### src/hw/rtl/job_slot_table_assert.svh
// ----------------------------------------------------------------------------
// job_slot_table_assert.svh
// assertion macros shared by the job slot table rtl
// ----------------------------------------------------------------------------
`ifndef JOB_SLOT_TABLE_ASSERT_SVH
`define JOB_SLOT_TABLE_ASSERT_SVH

// same-cycle implication, disabled while in reset
`define JST_ASSERT_SAME(label, ante, cons, msg) \
  label: assert property (@(posedge clk) disable iff (!rst_n) (ante) |-> (cons)) \
    else $error(msg);

// next-cycle implication, disabled while in reset
`define JST_ASSERT_NEXT(label, ante, cons, msg) \
  label: assert property (@(posedge clk) disable iff (!rst_n) (ante) |=> (cons)) \
    else $error(msg);

`endif

### src/hw/rtl/jst_pkg.sv
// ----------------------------------------------------------------------------
// jst_pkg
// shared constants, codes and the token type that runs down the slot chain
// ----------------------------------------------------------------------------
package jst_pkg;

  localparam int SLOT_COUNT = 16;
  localparam int ID_WIDTH   = 16;
  localparam int CMP_W      = (ID_WIDTH > 16) ? ID_WIDTH : 16;

  typedef logic [ID_WIDTH-1:0] id_t;
  typedef logic [2:0]          req_t;
  typedef logic [1:0]          run_st_t;
  typedef logic [1:0]          status_t;

  localparam req_t REQ_ADD        = 3'd0;
  localparam req_t REQ_REMOVE     = 3'd1;
  localparam req_t REQ_FIND_ID    = 3'd2;
  localparam req_t REQ_FIND_GROUP = 3'd3;
  localparam req_t REQ_STOP       = 3'd4;
  localparam req_t REQ_CONT       = 3'd5;
  localparam req_t REQ_DONE       = 3'd6;

  localparam run_st_t ST_RUNNING = 2'd0;
  localparam run_st_t ST_STOPPED = 2'd1;
  localparam run_st_t ST_DONE    = 2'd2;

  localparam status_t STAT_OK        = 2'd0;
  localparam status_t STAT_FULL      = 2'd1;
  localparam status_t STAT_NOT_FOUND = 2'd2;

  localparam id_t ID_ONE = id_t'(1);
  localparam id_t ID_MAX = {ID_WIDTH{1'b1}};

  // request travelling down the chain, with the answer it picks up
  typedef struct packed {
    logic        valid;
    req_t        req;
    logic [15:0] job_number;
    logic [30:0] group;
    run_st_t     start_state;
    id_t         new_id;
    logic        hit;
    id_t         res_id;
    logic [30:0] res_group;
    run_st_t     res_state;
  } tok_t;

  // stored id against the 16-bit request id, compared at full width
  function automatic logic id_equal(input id_t id, input logic [15:0] jnum);
    return CMP_W'(id) == CMP_W'(jnum);
  endfunction

endpackage

### src/hw/rtl/jst_cell.sv
// ----------------------------------------------------------------------------
// jst_cell
// one job slot: matches the passing request, updates itself, forwards it
// ----------------------------------------------------------------------------
module jst_cell (
  input  logic          clk,
  input  logic          rst_n,
  input  jst_pkg::tok_t tok_in,
  output jst_pkg::tok_t tok_out
);
  import jst_pkg::*;

  id_t         id_r, id_nxt;
  logic [30:0] group_r, group_nxt;
  run_st_t     state_r, state_nxt;
  tok_t        tok_r, tok_nxt;

  logic occupied;
  logic id_hit;
  logic grp_hit;
  logic take;

  always_comb begin
    occupied = (id_r != '0);
    id_hit   = occupied && id_equal(id_r, tok_in.job_number);
    grp_hit  = occupied && (group_r == tok_in.group);

    case (tok_in.req)
      REQ_ADD:                                   take = !occupied;
      REQ_REMOVE, REQ_FIND_ID:                   take = id_hit;
      REQ_FIND_GROUP, REQ_STOP, REQ_CONT, REQ_DONE: take = grp_hit;
      default:                                   take = 1'b0;
    endcase
    take = take && tok_in.valid && !tok_in.hit;

    id_nxt    = id_r;
    group_nxt = group_r;
    state_nxt = state_r;
    tok_nxt   = tok_in;

    if (take) begin
      case (tok_in.req)
        REQ_ADD: begin
          id_nxt    = tok_in.new_id;
          group_nxt = tok_in.group;
          state_nxt = tok_in.start_state;
        end
        REQ_REMOVE: begin
          id_nxt    = '0;
          group_nxt = '0;
          state_nxt = ST_DONE;
        end
        REQ_STOP: state_nxt = ST_STOPPED;
        REQ_CONT: state_nxt = ST_RUNNING;
        REQ_DONE: state_nxt = ST_DONE;
        default:  state_nxt = state_r;
      endcase

      tok_nxt.hit = 1'b1;
      if (tok_in.req == REQ_ADD) begin
        tok_nxt.res_id    = tok_in.new_id;
        tok_nxt.res_group = tok_in.group;
        tok_nxt.res_state = tok_in.start_state;
      end else begin
        tok_nxt.res_id    = id_r;
        tok_nxt.res_group = group_r;
        tok_nxt.res_state = state_nxt;
      end
    end
  end

  always_ff @(posedge clk) begin
    if (!rst_n) begin
      id_r    <= '0;
      group_r <= '0;
      state_r <= ST_DONE;
      tok_r   <= '0;
    end else begin
      id_r    <= id_nxt;
      group_r <= group_nxt;
      state_r <= state_nxt;
      tok_r   <= tok_nxt;
    end
  end

  assign tok_out = tok_r;

endmodule

### config.mk
export PLATFORM = sky130hd
export DESIGN_NAME = jst_cell
export DESIGN_NICKNAME = d
export VERILOG_FILES = /design/src/hw/rtl/job_slot_table_assert.svh /design/src/hw/rtl/jst_pkg.sv /design/src/hw/rtl/jst_cell.sv
export SDC_FILE = /design/constraint.sdc
export NUM_CORES = 1
export LEC_CHECK = 0
export BUFFER_PORTS_ARGS = -buffer_cell sky130_fd_sc_hd__clkbuf_2
export CORE_MARGIN = 2
export CORE_UTILIZATION = 36
export CTS_CLUSTER_SIZE = 14
export DETAILED_ROUTE_END_ITERATION = 7
export PLACE_DENSITY_LB_ADDON = 0.15
export SLEW_MARGIN = 0
export SYNTH_ARGS = -nofsm -noshare
export SYNTH_HDL_FRONTEND = slang
export SYNTH_SLANG_ARGS = --single-unit
### constraint.sdc
create_clock -name clk -period 4.1 [get_ports clk]
set_clock_uncertainty 0.15 [all_clocks]
set_input_delay 0.205 -clock clk [delete_from_list [all_inputs] [get_ports clk]]
set_output_delay 0.205 -clock clk [all_outputs]
set_load 0.01 [all_outputs]
==> impl_metrics.tcl <==
set metrics [dict create \
    cts.path.max_buffers 2 \
    path_class "primary input to flip-flop" \
    slew_headroom_pct 27.08 \
    layout.nets 1201 \
    pwr-share-comb_pct 13.1 \
    pin_count 240 \
    fp.dieW_um 144.4 \
    drt_iter0_drc 226 \
    layout-drive-gt1-share_pct 33.12 \
    cp_data_arrival_time_ps 3210 \
    initial_core_util_pct 36.58 \
    die_y_um 144.4 \
    cp_slowest_cell "a2111oi_0" \
    ir_worst_vdd_uv 294.4 \
    first_pass_iters 4 \
    p_per_area_nw_per_um2 371.8 \
    vias 6426 \
    cts_buffers 17 \
    synth_area_um2 7097 \
    synth_flop_cell "dfxtp_1" \
    layout_common_cells "clkbuf_2 (238), dfxtp_1 (168), dlygate4sd3_1 (119)" \
    gp_congestion 0.8181 \
    p_sw_mw 0.9146 \
    cts_setup_buffers 0 \
    slowest_delay_ps 600 \
    ys_seq_area_share_pct 47.39 \
    grt_pass1_vias 6362 \
    path_max_fanout 48 \
    synth_edf_count 0 \
    dp_cells 1207 \
    antenna_found_initial 0 \
    wire_per_inst_um 15.96 \
    hpwl_um 14560 \
    cts_num_sinks 168 \
    fmax_ghz 0.3346 \
    rsz0062_at_grt "false" \
    intPower_mw 2.920 \
    rows 51 \
    critPathRequiredTime_ps 4320 \
    leakagePower_nw 4.456 \
    postPlaceCellArea_um2 8533 \
    worstMarginPinSlew_ps 1094 \
    grtUsageTotal_pct 20.88 \
    syn_nets 867 \
    avgSynthCellArea_um2 9.513 \
    maxCapViolations 0 \
    finalSetupTns_ps 0 \
    drt-vias-per-instance 4.732 \
    ctsHtreeMaxLevel 4 \
    synth_warnings 0 \
    hold_viol 0 \
    synth_cell_types 40 \
    syn2layout_area_growth_pct 45.31 \
    clk_latency_ps 430 \
    rrSetupSlack_ps 1270 \
    period_share_pct 72.89 \
    stdcell_count 1358 \
    startpoint_type "primary input" \
    status "finished clean" \
    ctsResizeCount 0 \
    syn_inst 746 \
    routed_wl_um 21680 \
    cts.reportedPaths.clkPinSlew_ps 60 \
    core_area_um2 19400 \
    final_common_cell "clkbuf_2" \
    cts_tree "yes" \
    grt_max_degree 120 \
    cts_root_buf "clkbuf_16" \
    endpoint_kind "flip-flop" \
    grt_pass1_wl_um 33470 \
    drc 0 \
    hold_buffers 119 \
    switching_share_pct 23.85 \
    grt-ovfl-total 0 \
    ant_nets 0 \
    min_period_ps 2988 \
    ys_seq_elements 168 \
    hp-class "primary input to flip-flop" \
    numPortBuffers 239 \
    drv_slew 0 \
    p_seq_share_pct 45.1 \
    num_antenna_cells 0 \
    finalSetupViolCount 0 \
    p_clk_share_pct 41.8 \
    die_area_um2 20850 \
    path_cells "dlygate4sd3_1, clkbuf_2, or2_1, nor2_4, and3_1, a31oi_4, buf_4, a2111oi_0, a31o_1" \
    async_flop_share_pct 0 \
    post-route-cell-area_um2 10310 \
]
-- power by group through the flow --
| stage | registers (mW) | clock network [mW] | logic, mW |
|---|---|---|---|
| detailed placement | 1.76 | 0 | 0.415 |
| CTS | 1.73 | 1.65 | 0.507 |
| global placement | 1.76 | 0 | 0.415 |
| finish | 1.73 | 1.60 | 0.502 |
| floorplan | 1.80 | 0 | 0.179 |
| global route | 1.73 | 1.72 | 0.548 |
-- state kept, by name (all words and copies together) (netlist names) --
name,flops
id_r,16
group_r,31
state_r,2
tok_out,119
-- final timing paths --
check	start	cells past startpoint	end
worst max-delay path	tok_in[117]	9	tok_out[0]
worst max register to register	group_r[26]	7	tok_out[21]
worst min register to register	group_r[3]	2	group_r[3]
worst min-delay path	tok_in[118]	4	tok_out[49]
-- logic make-up (layout without fill, tap and decap cells) --
logic type	Yosys count	after routing	synth area share, %
simple gates	221	221	15.99
flops	168	168	47.39
compound gates	157	157	17.10
buf+inv	104	451	6.012
xor+xnor	49	49	6.047
mux	47	47	7.458
-- synth_stat cells (3+ instances only) --
library cell  number  share of area [%]
buf_4              7               0.74
mux2_2            47                7.5
and2_1            68                6.0
nand4_1           25                2.2
buf_2              8               0.56
o21ai_1           47                3.3
inv_1             49                2.6
nor3_1             3               0.21
a31oi_1            3               0.26
nor4_1             8               0.71
xnor2_1           46                5.7
dfxtp_1          168                 47
a211oi_1          66                7.0
a211oi_2          30                5.3
nand2_1           96                5.1
buf_1              4               0.21
nor2_1            10               0.53
clkbuf_1          35                1.9
xor2_1             3               0.37
-- critical path, delay by kind of cell --
| family | cells | cell delay (ps) |
|---|---|---|
| AOI/OAI and AO/OA | 3 | 820 |
| buffers and inverters | 3 | 1040 |
| and+or+nand+nor | 3 | 1150 |
-- per-stage QoR --
step / power (mW) / hold slack, ps / worst slack (ps) / util, %
finish: 3.834 / 255.1 / 1112 / 53.16
global route: 4.005 / 301.3 / 952.9 / 53.16
CTS: 3.884 / 225.4 / 1133 / 53.16
detailed placement: 2.178 / 285.7 / 1233 / 43.99
global placement: 2.178 / 283.5 / 1326 / 43.99
floorplan: 1.975 / 169.6 / 1986 / -
-- layout make-up --
class | count | area, um2
fill | 1796 | 9086
sequential | 168 | 3363
multi-input combinational | 474 | 3344
timing repair buffer | 369 | 2497
clock buffer | 26 | 499.2
tap | 265 | 331.6
inverter | 50 | 187.7
clock inverter | 6 | 88.84
-- per-layer routing --
layer	track usage (%)	part of all wire, %	vias up
met5	0	0	-
met4	7.358	2.0	0
met3	4.073	4.9	27
met2	35.45	48	188
met1	26.44	45	2978
li1	-	-	3233
Power figures use the tool's default switching activity.
